### src/sv/newton_fractal_cubic_root_finder_defines.svh
// ----------------------------------------------------------------------------
// Newton fractal root finder assertion macros
// Shared concurrent assertion forms for the root finder top level.
// ----------------------------------------------------------------------------
`ifndef NEWTON_FRACTAL_CUBIC_ROOT_FINDER_DEFINES_SVH
`define NEWTON_FRACTAL_CUBIC_ROOT_FINDER_DEFINES_SVH

// The consequent must hold in the same cycle as the antecedent.
`define NFCR_ASSERT_SAME(label, clk, rst, ante, cons, msg) \
   label: assert property (@(posedge clk) disable iff (rst) (ante) |-> (cons)) \
      else $error(msg);

// The consequent must hold in the cycle after the antecedent.
`define NFCR_ASSERT_NEXT(label, clk, rst, ante, cons, msg) \
   label: assert property (@(posedge clk) disable iff (rst) (ante) |=> (cons)) \
      else $error(msg);

`endif

### src/sv/nfcr_pkg.sv
// ----------------------------------------------------------------------------
// Newton fractal root finder package
// Constants, micro-operation codes, command and status types shared by the
// controller and the datapath, and the datapath's fixed-point helper functions.
// ----------------------------------------------------------------------------
`default_nettype none

package nfcr_pkg;

   // Number formats.
   localparam int WORD_BITS     = 32;
   localparam int FRAC_BITS     = 28;
   localparam int MAX_ITER_BITS = 10;
   localparam int TOL_BITS      = 28;
   localparam int OPND_BITS     = WORD_BITS + 1;
   localparam int PROD_BITS     = 2 * OPND_BITS;
   localparam int WIDE_BITS     = PROD_BITS + 2;
   localparam int RND_BITS      = PROD_BITS - FRAC_BITS;
   localparam int CAP_SHIFT     = WORD_BITS - FRAC_BITS;
   localparam int CODE_BITS     = 12;

   // Register reset values.
   localparam logic [MAX_ITER_BITS-1:0] MAX_ITER_RESET = MAX_ITER_BITS'(30);
   localparam logic [TOL_BITS-1:0]      TOL_RESET      = TOL_BITS'(26844);

   // Root coordinates in fixed point.
   localparam logic signed [OPND_BITS-1:0] ONE_Q  = OPND_BITS'(268435456);
   localparam logic signed [OPND_BITS-1:0] HALF_Q = OPND_BITS'(134217728);
   localparam logic signed [OPND_BITS-1:0] SQ3H_Q = OPND_BITS'(232471924);

   // Sequencer program layout.
   localparam int SEQ_BITS = 5;
   localparam logic [SEQ_BITS-1:0] SEQ_TOL      = SEQ_BITS'(0);
   localparam logic [SEQ_BITS-1:0] SEQ_STEP     = SEQ_BITS'(1);
   localparam logic [SEQ_BITS-1:0] SEQ_STEP_END = SEQ_BITS'(16);
   localparam logic [SEQ_BITS-1:0] SEQ_DIST     = SEQ_BITS'(17);
   localparam logic [SEQ_BITS-1:0] SEQ_DIST_END = SEQ_BITS'(23);

   // Divider length: one quotient bit per cycle.
   localparam int DIV_CNT_BITS = 5;
   localparam logic [DIV_CNT_BITS-1:0] DIV_LAST = DIV_CNT_BITS'(WORD_BITS - 1);

   // Configuration register indexes.
   typedef enum logic {
      CSR_MAX_ITER  = 1'b0,
      CSR_TOLERANCE = 1'b1
   } csr_index_type;

   // Multiplier micro-operations.
   typedef enum logic [4:0] {
      MOP_NONE,
      MOP_TOL,
      MOP_Z2_RR,
      MOP_Z2_II,
      MOP_Z2_RI,
      MOP_Z3_RR,
      MOP_Z3_II,
      MOP_Z3_RI,
      MOP_Z3_IR,
      MOP_DEN_R,
      MOP_DEN_I,
      MOP_NRE_A,
      MOP_NRE_B,
      MOP_NIM_A,
      MOP_NIM_B,
      MOP_D0_R,
      MOP_D0_I,
      MOP_D1_R,
      MOP_D1_I,
      MOP_D2_R,
      MOP_D2_I
   } mop_type;

   // Commands from the controller to the datapath.
   typedef struct packed {
      mop_type mop;
      logic    z_load;
      logic    res_clear;
      logic    res_inc;
      logic    div_load;
      logic    div_step;
      logic    div_finish;
      logic    div_sel_im;
      logic    out_load;
      logic    out_conv;
   } cmd_type;

   // Status from the datapath to the controller.
   typedef struct packed {
      logic den_zero;
      logic hit;
      logic res_at_max;
   } status_type;

   // Sequencer program: multiplier operation at each program address.
   function automatic mop_type seq_mop(input logic [SEQ_BITS-1:0] addr);
      mop_type m;
      case (addr)
         5'd0:    m = MOP_TOL;
         5'd1:    m = MOP_Z2_RR;
         5'd2:    m = MOP_Z2_II;
         5'd3:    m = MOP_Z2_RI;
         5'd5:    m = MOP_Z3_RR;
         5'd6:    m = MOP_Z3_II;
         5'd7:    m = MOP_Z3_RI;
         5'd8:    m = MOP_Z3_IR;
         5'd10:   m = MOP_DEN_R;
         5'd11:   m = MOP_DEN_I;
         5'd12:   m = MOP_NRE_A;
         5'd13:   m = MOP_NRE_B;
         5'd14:   m = MOP_NIM_A;
         5'd15:   m = MOP_NIM_B;
         5'd17:   m = MOP_D0_R;
         5'd18:   m = MOP_D0_I;
         5'd19:   m = MOP_D1_R;
         5'd20:   m = MOP_D1_I;
         5'd21:   m = MOP_D2_R;
         5'd22:   m = MOP_D2_I;
         default: m = MOP_NONE;
      endcase
      return m;
   endfunction

   // Clamp a wide signed value to the signed word range.
   function automatic logic signed [WORD_BITS-1:0] sat32(input logic signed [WIDE_BITS-1:0] x);
      logic signed [WORD_BITS-1:0] r;
      if (x > WIDE_BITS'(64'sd2147483647)) begin
         r = {1'b0, {(WORD_BITS-1){1'b1}}};
      end else if (x < -WIDE_BITS'(64'sd2147483648)) begin
         r = {1'b1, {(WORD_BITS-1){1'b0}}};
      end else begin
         r = x[WORD_BITS-1:0];
      end
      return r;
   endfunction

   // Round a raw product to the fraction width, half up.
   function automatic logic signed [RND_BITS-1:0] round_q(input logic signed [PROD_BITS-1:0] p);
      logic signed [PROD_BITS:0] t;
      t = (PROD_BITS+1)'(p) + ((PROD_BITS+1)'(1) <<< (FRAC_BITS - 1));
      return t[PROD_BITS-1:FRAC_BITS];
   endfunction

endpackage

`default_nettype wire

### src/sv/nfcr_ctrl.sv
// ----------------------------------------------------------------------------
// Newton fractal root finder controller
// State machine that walks the multiply program, runs the two divisions of
// each step, tests for convergence and hands results to the output.
// ----------------------------------------------------------------------------
`default_nettype none

module nfcr_ctrl (
   input  wire logic                 clock,
   input  wire logic                 reset,
   input  wire logic                 req_valid,
   output logic                      req_stall,
   output logic                      rsp_valid,
   input  wire logic                 rsp_stall,
   output nfcr_pkg::cmd_type         cmd,
   input  wire nfcr_pkg::status_type status
);
   import nfcr_pkg::*;

   typedef enum logic [7:0] {
      S_IDLE   = 8'b0000_0001,
      S_SEQ    = 8'b0000_0010,
      S_DIVLD  = 8'b0000_0100,
      S_DIV    = 8'b0000_1000,
      S_DIVFIN = 8'b0001_0000,
      S_TEST   = 8'b0010_0000,
      S_CHECK  = 8'b0100_0000,
      S_DONE   = 8'b1000_0000
   } state_type;

   state_type                 state_ff, state_in;
   logic [SEQ_BITS-1:0]       seq_ff, seq_in;
   logic [DIV_CNT_BITS-1:0]   cnt_ff, cnt_in;
   logic                      im_ff, im_in;
   logic                      step_ff, step_in;
   logic                      conv_ff, conv_in;
   logic                      rsp_valid_ff, rsp_valid_in;
   logic                      accept_w, out_free_w;

   assign accept_w   = req_valid & ~req_stall;
   assign out_free_w = ~rsp_valid_ff | ~rsp_stall;
   assign req_stall  = state_ff != S_IDLE;
   assign rsp_valid  = rsp_valid_ff;

   // Next state and commands.
   always_comb begin
      state_in = state_ff;
      seq_in   = seq_ff;
      cnt_in   = cnt_ff;
      im_in    = im_ff;
      step_in  = step_ff;
      conv_in  = conv_ff;
      cmd      = '0;
      cmd.mop  = MOP_NONE;
      cmd.div_sel_im = im_ff;
      unique case (state_ff)
         S_IDLE: begin
            if (accept_w) begin
               cmd.z_load    = 1'b1;
               cmd.res_clear = 1'b1;
               seq_in        = SEQ_TOL;
               state_in      = S_SEQ;
            end
         end
         S_SEQ: begin
            cmd.mop = seq_mop(seq_ff);
            if (seq_ff == SEQ_TOL) begin
               // A zero step limit goes straight to the distance pass.
               step_in = ~status.res_at_max;
               seq_in  = status.res_at_max ? SEQ_DIST : SEQ_STEP;
            end else if (seq_ff == SEQ_STEP_END) begin
               if (status.den_zero) begin
                  seq_in = SEQ_DIST;
               end else begin
                  im_in    = 1'b0;
                  state_in = S_DIVLD;
               end
            end else if (seq_ff == SEQ_DIST_END) begin
               state_in = S_TEST;
            end else begin
               seq_in = seq_ff + SEQ_BITS'(1);
            end
         end
         S_DIVLD: begin
            cmd.div_load = 1'b1;
            cnt_in       = '0;
            state_in     = S_DIV;
         end
         S_DIV: begin
            cmd.div_step = 1'b1;
            cnt_in       = cnt_ff + DIV_CNT_BITS'(1);
            if (cnt_ff == DIV_LAST) begin
               state_in = S_DIVFIN;
            end
         end
         S_DIVFIN: begin
            cmd.div_finish = 1'b1;
            if (!im_ff) begin
               im_in    = 1'b1;
               state_in = S_DIVLD;
            end else begin
               seq_in   = SEQ_DIST;
               state_in = S_SEQ;
            end
         end
         S_TEST: begin
            if (!step_ff) begin
               conv_in  = 1'b0;
               state_in = S_DONE;
            end else if (status.hit) begin
               conv_in  = 1'b1;
               state_in = S_DONE;
            end else begin
               cmd.res_inc = 1'b1;
               state_in    = S_CHECK;
            end
         end
         S_CHECK: begin
            if (status.res_at_max) begin
               conv_in  = 1'b0;
               state_in = S_DONE;
            end else begin
               seq_in   = SEQ_STEP;
               state_in = S_SEQ;
            end
         end
         S_DONE: begin
            cmd.out_conv = conv_ff;
            if (out_free_w) begin
               cmd.out_load = 1'b1;
               state_in     = S_IDLE;
            end
         end
         default: state_in = S_IDLE;
      endcase
   end

   // Output valid: set on load, cleared when the transaction is taken.
   always_comb begin
      rsp_valid_in = rsp_valid_ff;
      if (cmd.out_load) begin
         rsp_valid_in = 1'b1;
      end else if (!rsp_stall) begin
         rsp_valid_in = 1'b0;
      end
   end

   always_ff @(posedge clock) begin
      if (reset) begin
         state_ff     <= S_IDLE;
         seq_ff       <= '0;
         cnt_ff       <= '0;
         im_ff        <= 1'b0;
         step_ff      <= 1'b0;
         conv_ff      <= 1'b0;
         rsp_valid_ff <= 1'b0;
      end else begin
         state_ff     <= state_in;
         seq_ff       <= seq_in;
         cnt_ff       <= cnt_in;
         im_ff        <= im_in;
         step_ff      <= step_in;
         conv_ff      <= conv_in;
         rsp_valid_ff <= rsp_valid_in;
      end
   end

endmodule

`default_nettype wire

### config.mk
export PLATFORM = sky130hd
export DESIGN_NAME = nfcr_ctrl
export DESIGN_NICKNAME = d
export VERILOG_FILES = /design/src/sv/newton_fractal_cubic_root_finder_defines.svh /design/src/sv/nfcr_pkg.sv /design/src/sv/nfcr_ctrl.sv
export SDC_FILE = /design/constraint.sdc
export NUM_CORES = 1
export LEC_CHECK = 0
export ABC_AREA = 1
export BUFFER_PORTS_ARGS = -buffer_cell sky130_fd_sc_hd__buf_2
export CELL_PAD_IN_SITES_DETAIL_PLACEMENT = 1
export CELL_PAD_IN_SITES_GLOBAL_PLACEMENT = 2
export CORE_MARGIN = 2
export CORE_UTILIZATION = 34
export CTS_BUF_LIST = sky130_fd_sc_hd__clkbuf_8
export DETAILED_ROUTE_END_ITERATION = 8
export GPL_ROUTABILITY_DRIVEN = 1
export HOLD_SLACK_MARGIN = 0.02
export PLACE_DENSITY = 0.8
export SLEW_MARGIN = 20
export SYNTH_ARGS = -nofsm -noshare
export SYNTH_HDL_FRONTEND = slang
export SYNTH_SLANG_ARGS = --single-unit
### constraint.sdc
create_clock -name clock -period 3 [get_ports clock]
set_clock_uncertainty 0.1 [all_clocks]
set_input_delay 0.15 -clock clock [delete_from_list [all_inputs] [get_ports clock]]
set_output_delay 0.15 -clock clock [all_outputs]
set_load 0.02 [all_outputs]
Yosys cells after proc, flatten, opt, wreduce, memory -nomap -nowiden --
Memory sizes are Yosys's and may differ from the RTL's. A register that Yosys moved wholly into a read port is not among the register bits. Cells that the tools add are included.
Cells by class: $add $sub $neg 2, eq/ne operators 27, mux-type cells 45, bitwise logic cells 6, reduce and logical (&&, ||, !) cells 10
Operators with widths (count):
- two-way mux 8 bit | 10
- case mux 8 bit (8 select lines) | 1
- two-way mux 5 bit | 11
- case mux 5 bit (4 select lines) | 1
- != test 2 bit (second input constant) | 9
- == test 5 bit (second input constant) | 3
- two-way mux 1 bit | 15
- AND reduction 6 bit | 2
- adder 5 x 1 -> 5 bit (second input constant) | 2
- case mux 5 bit (2 select lines) | 1
- != test 3 bit (second input constant) | 3
- == test 8 x 1 -> 1 bit (second input constant) | 1
- == test 8 x 2 -> 1 bit (second input constant) | 1
- == test 8 x 3 -> 1 bit (second input constant) | 1
- == test 8 x 4 -> 1 bit (second input constant) | 1
- == test 8 x 5 -> 1 bit (second input constant) | 1
- == test 8 x 6 -> 1 bit (second input constant) | 1
- == test 8 x 7 -> 1 bit (second input constant) | 1
- == test 8 bit (second input constant) | 1
- != test 4 bit (second input constant) | 2
- != test 8 x 1 -> 1 bit (second input constant) | 1
- two-way mux 2 bit | 3
- nonzero test 2 bit | 3
- zero test 5 bit | 1
- other kinds (10) | 14
Word-level totals: register bits after elaboration 22, bits in read-only memories 160, bits of input ports 7, output and inout bits 16, logic and storage cells 98, memories 1
Memories:
- (name not given) | depth 32, width 5, rd ports 1, clocked after Yosys merged registers in 1, write ports 0, RTL line nfcr_pkg.sv:98 | case (addr)

Depth between registers and ports, before layout --
Gate-level depths: netlist of run 1.
depth after elaboration 7, gate-level depth with buffers 17, gate-level depth less buffers 17

Least setup slack after synthesis of run 1 --
Ideal clock, no wire load.
path type reg-to-reg, from reg seq_ff[0], to reg with a tool-made name, setup time 120 ps, data arrival time 2011 ps, slack 769 ps, cell stages (with the launch flop) 17, path through dfxtp_1 inv_1 ha_1 nand3_2 nor2_2 nand3_2 nand2_4 nor2_8 nand2_8 nand2_1 nand2_1 nand2_1 ha_1 nand2_1 nand2_1 nand3_1 nand3_1
RTL lines:
- from (decl) | RTL line nfcr_ctrl.sv:32 | logic [SEQ_BITS-1:0] seq_ff, seq_in;
- from (signal assigned) | RTL line nfcr_ctrl.sv:159 | seq_ff <= seq_in;

==> results of run 1 <==
-- where the power goes --
part           total (W)  switching (W)  leakage, nW  internal [W]
sequential      0.000459      0.0000433        0.220      0.000416
clock           0.000202       0.000111       0.0269     0.0000916
combinational   0.000723       0.000488        0.757      0.000235
total            0.00138       0.000642         1.00      0.000743
-- worst paths after layout --
check,startpoint,endpoint,slack [ns],depth (start not counted)
min reg2reg,cnt_ff[3]$_SDFFE_PP0P_,cnt_ff[3]$_SDFFE_PP0P_,0.37,2
min,rsp_stall,rsp_valid$_SDFFE_PP0P_,0.07,3
max reg2reg,seq_ff[0]$_SDFFE_PP0N_,register,0.37,16
max,seq_ff[0]$_SDFFE_PP0N_,register,0.37,16
-- cell usage after synthesis, types with 4 or more instances --
cell type / instances
o21ai_0: 5
nand2_1: 41
nand3_1: 23
nor2_4: 8
nor2_1: 33
nand4_1: 4
buf_4: 5
inv_2: 11
a21oi_1: 11
ha_1: 10
nand2_2: 5
nor3_1: 6
nand3_2: 7
nand2_4: 8
inv_1: 34
dfxtp_1: 27
-- cell type report --
type | instances | share of cell area
clock buffer | 3 | 0.0193
clock inverter | 1 | 0.00176
inverter | 46 | 0.0832
multi-input combinational | 185 | 0.540
sequential | 27 | 0.253
tap | 72 | 0.0422
timing repair buffer | 24 | 0.0609
-- cells by family after synthesis --
kind of cell               Yosys count  synth area share
AOI/OAI and AO/OA                   28            0.0857
and+or+nand+nor                    147             0.447
adders and majority gates           10            0.0649
buffers and inverters               54             0.121
DFF                                 27             0.281
-- what timing repair did --
action	4_1_cts	5_1_grt
hold buffers	2	0
setup endpoints to repair	0	0
endpoints found under the hold margin	2	0
-- stage by stage --
| stage | hold slack (ns) | cells | util | setup slack (ns) |
|---|---|---|---|---|
| after floorplan | 0.127 | 266 | - | 0.769 |
| final | 0.0717 | 358 | 0.388 | 0.368 |
| after detailed placement | 0.237 | 352 | 0.376 | 0.379 |
| after global placement | 0.243 | 352 | 0.376 | 0.405 |
| after CTS | 0.0706 | 358 | 0.388 | 0.355 |
| after global routing | 0.0656 | 358 | 0.388 | 0.112 |
-- critical path, delay by kind of cell, from the launching register on --
| kind | cells | cell delay [ns] |
|---|---|---|
| DFF | 1 | 0.35 |
| and+or+nand+nor | 13 | 1.35 |
| adders and majority gates | 2 | 0.57 |
| buffers and inverters | 1 | 0.14 |
-- layer usage --
layer  wire length (um)  vias to the layer above  GRT usage  part of all wire
met5                  0                        -          0                 0
met4                 23                        0     0.0362            0.0052
met3                 59                        2     0.0182             0.013
met2               2240                        8      0.289              0.51
met1               2100                      763      0.186              0.47
li1                   -                      883          -                 -
==> metrics.md, run 1 <==
| Metric | Value |
|---|---|
| Most common cell after layout, fill and taps aside | nand2_1 |
| Area occupied by multi-input gates | 1150 um2 |
| DRC Markers | 0 |
| Cells taking the most area after synthesis | dfxtp_1 28%, nand2_1 8.0%, inv_1 6.6% |
| Worst Setup End Kind | register |
| Slew Limit Fails | 0 |
| Clock Latency Late Sink | 0.27 ns |
| Most used cell, CP | nand2_1 |
| Area leader, netlist | dfxtp_1 |
| Status | complete, no violations |
| Setup TNS Final | 0 ns |
| Post-cts resize count | 0 |
| Final setup viols | 0 |
| Post-Place Cell Area | 2070 um2 |
| Mean Syn Cell Area | 7.24 um2 |
| Yosys cell types | 33 |
| Post-Syn Area | 1930 um2 |
| Drt pass-1 iters | 4 |
| Die width | 79.3 um |
| Critical Path RT | 3.06 ns |
| Synthesized instance count | 266 |
| Setup repair bufs after CTS | 0 |
| Reg area | 541 um2 |
| GP Congestion | 0.794 |
| Top_reg_cell synth | dfxtp_1 |
| Finished Cell Area | 2140 um2 |
| Bufs on Longest Clock Path | 2 |
| Number of port buffers | 22 |
| DRT Wirelength | 4430 um |
| Clock slew at reported path FFs | 0.09 ns |
| Ratio of cells with drive above 1 in the final layout | 0.259 |
| CTS tree | built |
| Worst path slowest cell | ha_1 |
| Crit path DAT | 2.69 ns |
| Total chip power | 0.00138 W |
| P per Cell Area | 648 nW/um2 |
| Die height | 79.3 um |
| Pin count of the biggest net entering global routing | 15 |
| Tot GR Track Use | 0.154 |
| Fin nets | 304 |
| Yosys top cell area share | 0.281 |
| Synth warnings | 0 |
| CTS Buf Count | 3 |
| Die area | 6290 um2 |
| CP startpoint kind | register |
| Unrepaired setup endpoints after global routing | false |
| Boundary pin count | 23 |
| CTS Root Cell | clkbuf_8 |
| Leakage dissipation | 1.00 nW |
| Initial antenna violation count | 0 |
| Area growth syn-to-layout | 10.8% |
| Tmin final | 2.63 ns |
| Yosys reg bits | 27 |
| Fillers | 714 |
| Htree depth | 1 |
| Largest fanout on the critical path | 8 |
| Starting DRC count in detailed routing | 59 |
| Routed vias/inst | 4.63 |
| WS Path Type | register to register |
| Final period util | 0.877 |
| Rows | 27 |
| Drt wl/cell | 12.4 um |
| Clock sinks | 27 |
| Post-synth EDFFs | 0 |
| Core box area | 5510 um2 |
| Slew margin rel. | 0.539 |
| Hold Path Class | input port to register |
| Ys async rst share | 0 |
| Net Count, Synth | 283 |
| Worst-Margin Slew | 0.685 ns |
| Worst path max stage delay | 0.38 ns |
| First-pass GRT wire length | 7730 um |
| Most frequent cells in the layout | 41 x nand2_1, 35 x inv_1, 33 x nor2_1 |
| ANT cells | 0 |
| Initial Util | 0.350 |
| GRT overflow | 0 |
| Cell breakdown of the critical path | inv_1 -> ha_1 -> nand3_2 -> nor2_2 -> nand3_2 -> nand2_4 -> nor2_8 -> nand2_8 -> nand2_1 -> nand2_1 -> nand2_1 -> ha_1 -> nand2_1 -> nand2_1 -> nand3_1 -> nand3_1 |
| Sequential area share after synthesis | 0.281 |
| FMAX | 0.380 GHz |
| Hpwl dp | 3600 um |
| Max Cap Violations | 0 |
| Maximum vdd drop | 0.298 mV |
| Vias | 1,656 |
| Final hold vios | 0 |
| Final ANT Viol Nets | 0 |
| Vias in the first global route | 1,686 |
Power figures use the tool's default switching activity.
==> inputs of run 2 (changes only) <==
--- a/config.mk
+++ b/config.mk
@@ -16,6 +16,7 @@
 export GPL_ROUTABILITY_DRIVEN = 1
 export HOLD_SLACK_MARGIN = 0.02
 export PLACE_DENSITY = 0.8
+export REMOVE_ABC_BUFFERS = 1
 export SLEW_MARGIN = 20
 export SYNTH_ARGS = -nofsm -noshare
 export SYNTH_HDL_FRONTEND = slang
==> metrics.md, run 2 (same netlist as run 1, synthesis figures left out) <==
| Metric | Value |
|---|---|
| Origin of the worst setup path | seq_ff[0]$_SDFFE_PP0N_ |
| Critical Path RT | 3.06 ns (about the same) |
| Clock share of power | 0.151 (+0.005) |
| Setup TNS Final | 0 ns (unchanged) |
| Leakage dissipation | 1.01 nW (+0.54%) |
| CTS Root Cell | clkbuf_8 |
| P per Cell Area | 653 nW/um2 (+0.77%) |
| Clock sinks | 27 (unchanged) |
| R2r setup slk | 0.40 ns (+0.03 ns) |
| CTS tree | built |
| Final ANT Viol Nets | 0 (unchanged) |
| Slew margin rel. | 0.637 (+0.0974) |
| First-pass GRT wire length | 7800 um (+0.97%) |
| Area occupied by multi-input gates | 1150 um2 (unchanged) |
| DRC Markers | 0 (unchanged) |
| Crit path DAT | 2.66 ns (-0.03 ns) |
| Fillers | 723 (+1.3%) |
| DRT Wirelength | 4600 um (+4.0%) |
| Core box area | 5510 um2 (unchanged) |
| Pin count of the biggest net entering global routing | 15 (unchanged) |
| GRT overflow | 0 (unchanged) |
| Status | complete, no violations |
| Fin nets | 305 (+0.33%) |
| WS Path Type | register to register |
| Tot GR Track Use | 0.158 (+0.00419) |
| Hold Path Class | input port to register |
| Area growth syn-to-layout | 11.2% |
| Reg area | 541 um2 (unchanged) |
| Starting DRC count in detailed routing | 37 (-37%) |
| Number of port buffers | 22 (unchanged) |
| Most frequent cells in the layout | 41 x nand2_1, 35 x inv_1, 33 x nor2_1 |
| Hold_ws | 0.0556 ns (-0.0160 ns) |
| Sw frac | 0.469 (+0.00569) |
| Vias in the first global route | 1,650 (-2.1%) |
| Top Usage Layer GRT | met2 |
| Clock Latency Late Sink | 0.27 ns (about the same) |
| Setup repair bufs after CTS | 0 (unchanged) |
| Post-cts resize count | 0 (unchanged) |
| Most common cell after layout, fill and taps aside | nand2_1 |
| Boundary pin count | 23 (unchanged) |
| CP startpoint kind | register |
| Initial antenna violation count | 0 (unchanged) |
| Largest fanout on the critical path | 8 (unchanged) |
| Final period util | 0.867 (-0.0105) |
| Initial Util | 0.350 (unchanged) |
| Drt wl/cell | 12.8 um (+3.7%) |
| Slew Limit Fails | 0 (unchanged) |
| Hold Buf Count CTS | 2 (unchanged) |
| Final WS setup | 0.400 ns (+0.0314 ns) |
| Die width | 79.3 um (unchanged) |
| Clock slew at reported path FFs | 0.10 ns (about the same) |
| ANT cells | 0 (unchanged) |
| Maximum vdd drop | 0.329 mV (+10%) |
| Ratio of cells with drive above 1 in the final layout | 0.261 (+0.00258) |
| Combinational power share | 0.522 (about the same) |
| M2 GR Usage | 0.281 (-0.00847) |
| Worst-Margin Slew | 0.544 ns (-0.141 ns) |
| Htree depth | 1 (unchanged) |
| Tmin final | 2.60 ns (-0.0314 ns) |
| Final hold vios | 0 (unchanged) |
| Max Cap Violations | 0 (unchanged) |
| Worst Setup End Kind | register |
| R2r startpoint | seq_ff[0]$_SDFFE_PP0N_ |
| Die height | 79.3 um (unchanged) |
| Met1 Use GR | 0.203 (+0.0177) |
| Die area | 6290 um2 (unchanged) |
| Grt met3 use | 0.0170 (-0.00114) |
| Sequential Power Share | 0.327 (-0.005) |
| P_sw | 0.000657 W (+2.4%) |
| Hpwl dp | 3640 um (+1.1%) |
| Final setup viols | 0 (unchanged) |
| Internal | 0.000743 W (about the same) |
| FF-to-FF path depth | 16 (unchanged) |
| Drt pass-1 iters | 4 (unchanged) |
| Vias | 1,676 (+1.2%) |
| FMAX | 0.385 GHz (+1.2%) |
| Routed vias/inst | 4.67 (+0.93%) |
| CTS Buf Count | 3 (unchanged) |
| Rows | 27 (unchanged) |
| Unrepaired setup endpoints after global routing | false |
| Bufs on Longest Clock Path | 2 (unchanged) |
| Dpl ws | 0.368 ns (-0.0102 ns) |
| GP Congestion | 0.740 (-6.9%) |
==> run 2: cell type report <==
type                    count  share of cell area
flip-flops and latches     27               0.252
inverters                  46              0.0829
repair buffers             25              0.0642
clock buffers               3              0.0193
well taps                  72              0.0420
clock inverters             1             0.00175
multi-input cells         185               0.538
==> run 2: worst min-delay path by stage <==
stage,start,endpoint,cells after the start,slack [ns]
6_report,rsp_stall,rsp_valid$_SDFFE_PP0P_,3,0.06
5_1_grt,rsp_stall,rsp_valid$_SDFFE_PP0P_,3,0.09
4_1_cts,rsp_stall,rsp_valid$_SDFFE_PP0P_,3,0.05
3_5_place_dp,status[1],state_ff[6]$_SDFFE_PP0P_,2,0.24
3_3_place_gp,status[1],state_ff[6]$_SDFFE_PP0P_,2,0.24
2_1_floorplan,reset,cnt_ff[1]$_SDFFE_PP0P_,1,0.12
==> run 2: routing by layer <==
layer	wire length, um	vias to the layer above	share of wire
met5	0	-	0
met4	31	0	0.0067
met3	102	2	0.022
met2	2290	16	0.50
met1	2180	767	0.47
li1	-	891	-
==> run 2: stage by stage <==
| step | instances | area (um2) | power, W | util |
|---|---|---|---|---|
| final | 359 | 2140 | 0.00140 | 0.389 |
| after CTS | 359 | 2140 | 0.00143 | 0.389 |
| after detailed placement | 353 | 2080 | 0.00121 | 0.377 |
| after global routing | 359 | 2140 | 0.00152 | 0.389 |
| after global placement | 353 | 2080 | 0.00120 | 0.377 |
| after floorplan | 258 | 1870 | 0.00105 | - |
==> run 2: worst max-delay path: stages (launching register included) <==
cell and delay, ns:
dfxtp_1 0.35, inv_1 0.13, ha_1 0.19, nand3_2 0.17
nor2_2 0.23, nand3_2 0.14, nand2_4 0.12, nor2_8 0.05
nand2_8 0.09, nand2_1 0.05, nand2_1 0.09, nand2_1 0.14
ha_1 0.37, nand2_1 0.07, nand2_1 0.06, nand3_1 0.06
nand3_1 0.08
==> run 2: power groups by stage <==
stage / combinational, W / sequential, W / clock, W
after detailed placement: 0.000739 / 0.000467 / 0
after global placement: 0.000733 / 0.000467 / 0
after global routing: 0.000823 / 0.000466 / 0.000235
after CTS: 0.000746 / 0.000458 / 0.000221
final: 0.000731 / 0.000457 / 0.000212
after floorplan: 0.000589 / 0.000456 / 0
==> inputs of run 3 (changes only) <==
--- a/config.mk
+++ b/config.mk
@@ -16,6 +16,7 @@
 export GPL_ROUTABILITY_DRIVEN = 1
 export HOLD_SLACK_MARGIN = 0.02
 export PLACE_DENSITY = 0.8
+export RECOVER_POWER = 50
 export REMOVE_ABC_BUFFERS = 1
 export SLEW_MARGIN = 20
 export SYNTH_ARGS = -nofsm -noshare
==> metrics.md, run 3 (same netlist as run 1, synthesis figures left out) <==
| Metric | Value |
|---|---|
| Status | complete, no violations |
| Routed vias/inst | 4.67 (about the same) |
| Critical hold path startpoint | rsp_stall |
| Finished Cell Area | 2100 um2 (-1.9%) |
| Worst path slowest cell | dfxtp_1 |
| Crit path DAT | 2.71 ns (+0.05 ns) |
| Clock slew at reported path FFs | 0.10 ns (about the same) |
| Final ANT Viol Nets | 0 (unchanged) |
| Most used cell, CP | nand2_1 |
| Initial Util | 0.350 (unchanged) |
| Core box area | 5510 um2 (unchanged) |
| Post-Place Cell Area | 2080 um2 (unchanged) |
| Boundary pin count | 23 (unchanged) |
| FMAX | 0.381 GHz (-1.1%) |
| Die area | 6290 um2 (unchanged) |
| Setup repair bufs after CTS | 0 (unchanged) |
| DRC Markers | 0 (unchanged) |
| Maximum vdd drop | 0.329 mV (-0.11%) |
| Die width | 79.3 um (unchanged) |
| Drt pass-1 iters | 4 (unchanged) |
| Tmin final | 2.63 ns (+0.0280 ns) |
| DRT Wirelength | 4590 um (-0.26%) |
| Dpl cells | 353 (unchanged) |
| ANT cells | 0 (unchanged) |
| R2r setup slk | 0.37 ns (-0.03 ns) |
| Worst-Margin Slew | 0.544 ns (-0.000734 ns) |
| Setup TNS Final | 0 ns (unchanged) |
| Clock Latency Late Sink | 0.28 ns (about the same) |
| Area growth syn-to-layout | 9.09% |
| Largest fanout on the critical path | 11 (+3) |
| Starting DRC count in detailed routing | 39 (+5.4%) |
| Rows | 27 (unchanged) |
| Final non-filler cell total | 359 (unchanged) |
| Number of port buffers | 22 (unchanged) |
| Fin nets | 305 (unchanged) |
| P per Cell Area | 662 nW/um2 (+1.3%) |
| Most frequent cells in the layout | 42 x nand2_1, 36 x inv_1, 36 x nor2_1 |
| Drt wl/cell | 12.8 um (-0.26%) |
| GP Congestion | 0.740 (unchanged) |
| Final period util | 0.876 (+0.00933) |
| Vias | 1,677 (+0.060%) |
| Slew Limit Fails | 0 (unchanged) |
| Unrepaired setup endpoints after global routing | false |
| CP startpoint kind | register |
| Post-cts resize count | 0 (unchanged) |
| Hold Buf Count CTS | 2 (unchanged) |
| GRT overflow | 0 (unchanged) |
| Worst Setup End Kind | register |
| Leakage dissipation | 0.961 nW (-4.8%) |
| Cell breakdown of the critical path | nor2_1 -> nand2_1 -> inv_6 -> nand2_4 -> nand2_4 -> nor2_4 -> nor2_8 -> nand2_8 -> nand2_1 -> nand2_1 -> nand2_1 -> inv_1 -> ha_1 -> nand2_1 -> nor2_1 -> o21ai_1 -> nand2_1 |
| R2r startpoint | state_ff[4]$_SDFFE_PP0P_ |
| Origin of the worst setup path | state_ff[4]$_SDFFE_PP0P_ |
| CTS Buf Count | 3 (unchanged) |
| Htree depth | 1 (unchanged) |
| Ratio of cells with drive above 1 in the final layout | 0.206 (-0.0557) |
| Vias in the first global route | 1,650 (unchanged) |
| CTS tree | built |
| Pin count of the biggest net entering global routing | 15 (unchanged) |
| Bufs on Longest Clock Path | 2 (unchanged) |
| Initial antenna violation count | 0 (unchanged) |
| Final setup viols | 0 (unchanged) |
| Clock sinks | 27 (unchanged) |
| First-pass GRT wire length | 7800 um (unchanged) |
| Tot GR Track Use | 0.158 (unchanged) |
| Most common cell after layout, fill and taps aside | nand2_1 |
| Die height | 79.3 um (unchanged) |
| Hold Path Class | input port to register |
| Max Cap Violations | 0 (unchanged) |
| Critical Path RT | 3.08 ns (+0.02 ns) |
| Slew margin rel. | 0.637 (about the same) |
| Hpwl dp | 3640 um (unchanged) |
| Final hold vios | 0 (unchanged) |
| Worst path max stage delay | 0.36 ns (about the same) |
| WS Path Type | register to register |
| CTS Root Cell | clkbuf_8 |
-- run 3: through the flow --
stage / util / hold slack (ns) / total power (W) / worst slack (ns)
finish: 0.382 / 0.0561 / 0.00139 / 0.372
global route: 0.382 / 0.0905 / 0.00151 / 0.0886
CTS: 0.389 / 0.0483 / 0.00143 / 0.339
detailed placement: 0.377 / 0.242 / 0.00121 / 0.368
global placement: 0.377 / 0.243 / 0.00120 / 0.450
floorplan: - / 0.119 / 0.00105 / 0.758
-- run 3: area by class of cell --
type	count	area (um2)
clock buffer	3	41.3
clock inverter	1	3.75
fill	730	3400
inverter	46	178
multi-input combinational	185	1130
sequential	27	541
tap	72	90.1
timing repair buffer	25	121
-- run 3: worst max-delay path, delay by kind of cell, from the launching register on --
kind | cells | cell delay (ns)
adder cells (fa/ha/maj) | 1 | 0.22
AO/OA/AOI/OAI | 1 | 0.13
buffers and inverters | 2 | 0.27
flip-flops | 1 | 0.36
AND/OR/NAND/NOR | 13 | 1.46
-- run 3: path summary, 6_finish.rpt --
check / cells after the start / to
min reg2reg: 2 / cnt_ff[3]$_SDFFE_PP0P_
max: 17 / register
min: 3 / rsp_valid$_SDFFE_PP0P_
max reg2reg: 17 / register
-- run 3: power by group --
part / total [W] / internal [W] / switching [W]
clock: 0.000214 / 0.0000920 / 0.000122
sequential: 0.000457 / 0.000416 / 0.0000413
combinational: 0.000720 / 0.000230 / 0.000490
total: 0.00139 / 0.000738 / 0.000653
-- run 3: metal layers --
layer | GRT usage | vias to the layer above | wire length [um]
met5 | 0 | - | 0
met4 | 0.0414 | 0 | 27
met3 | 0.0170 | 2 | 94
met2 | 0.281 | 14 | 2300
met1 | 0.203 | 769 | 2170
li1 | - | 892 | -
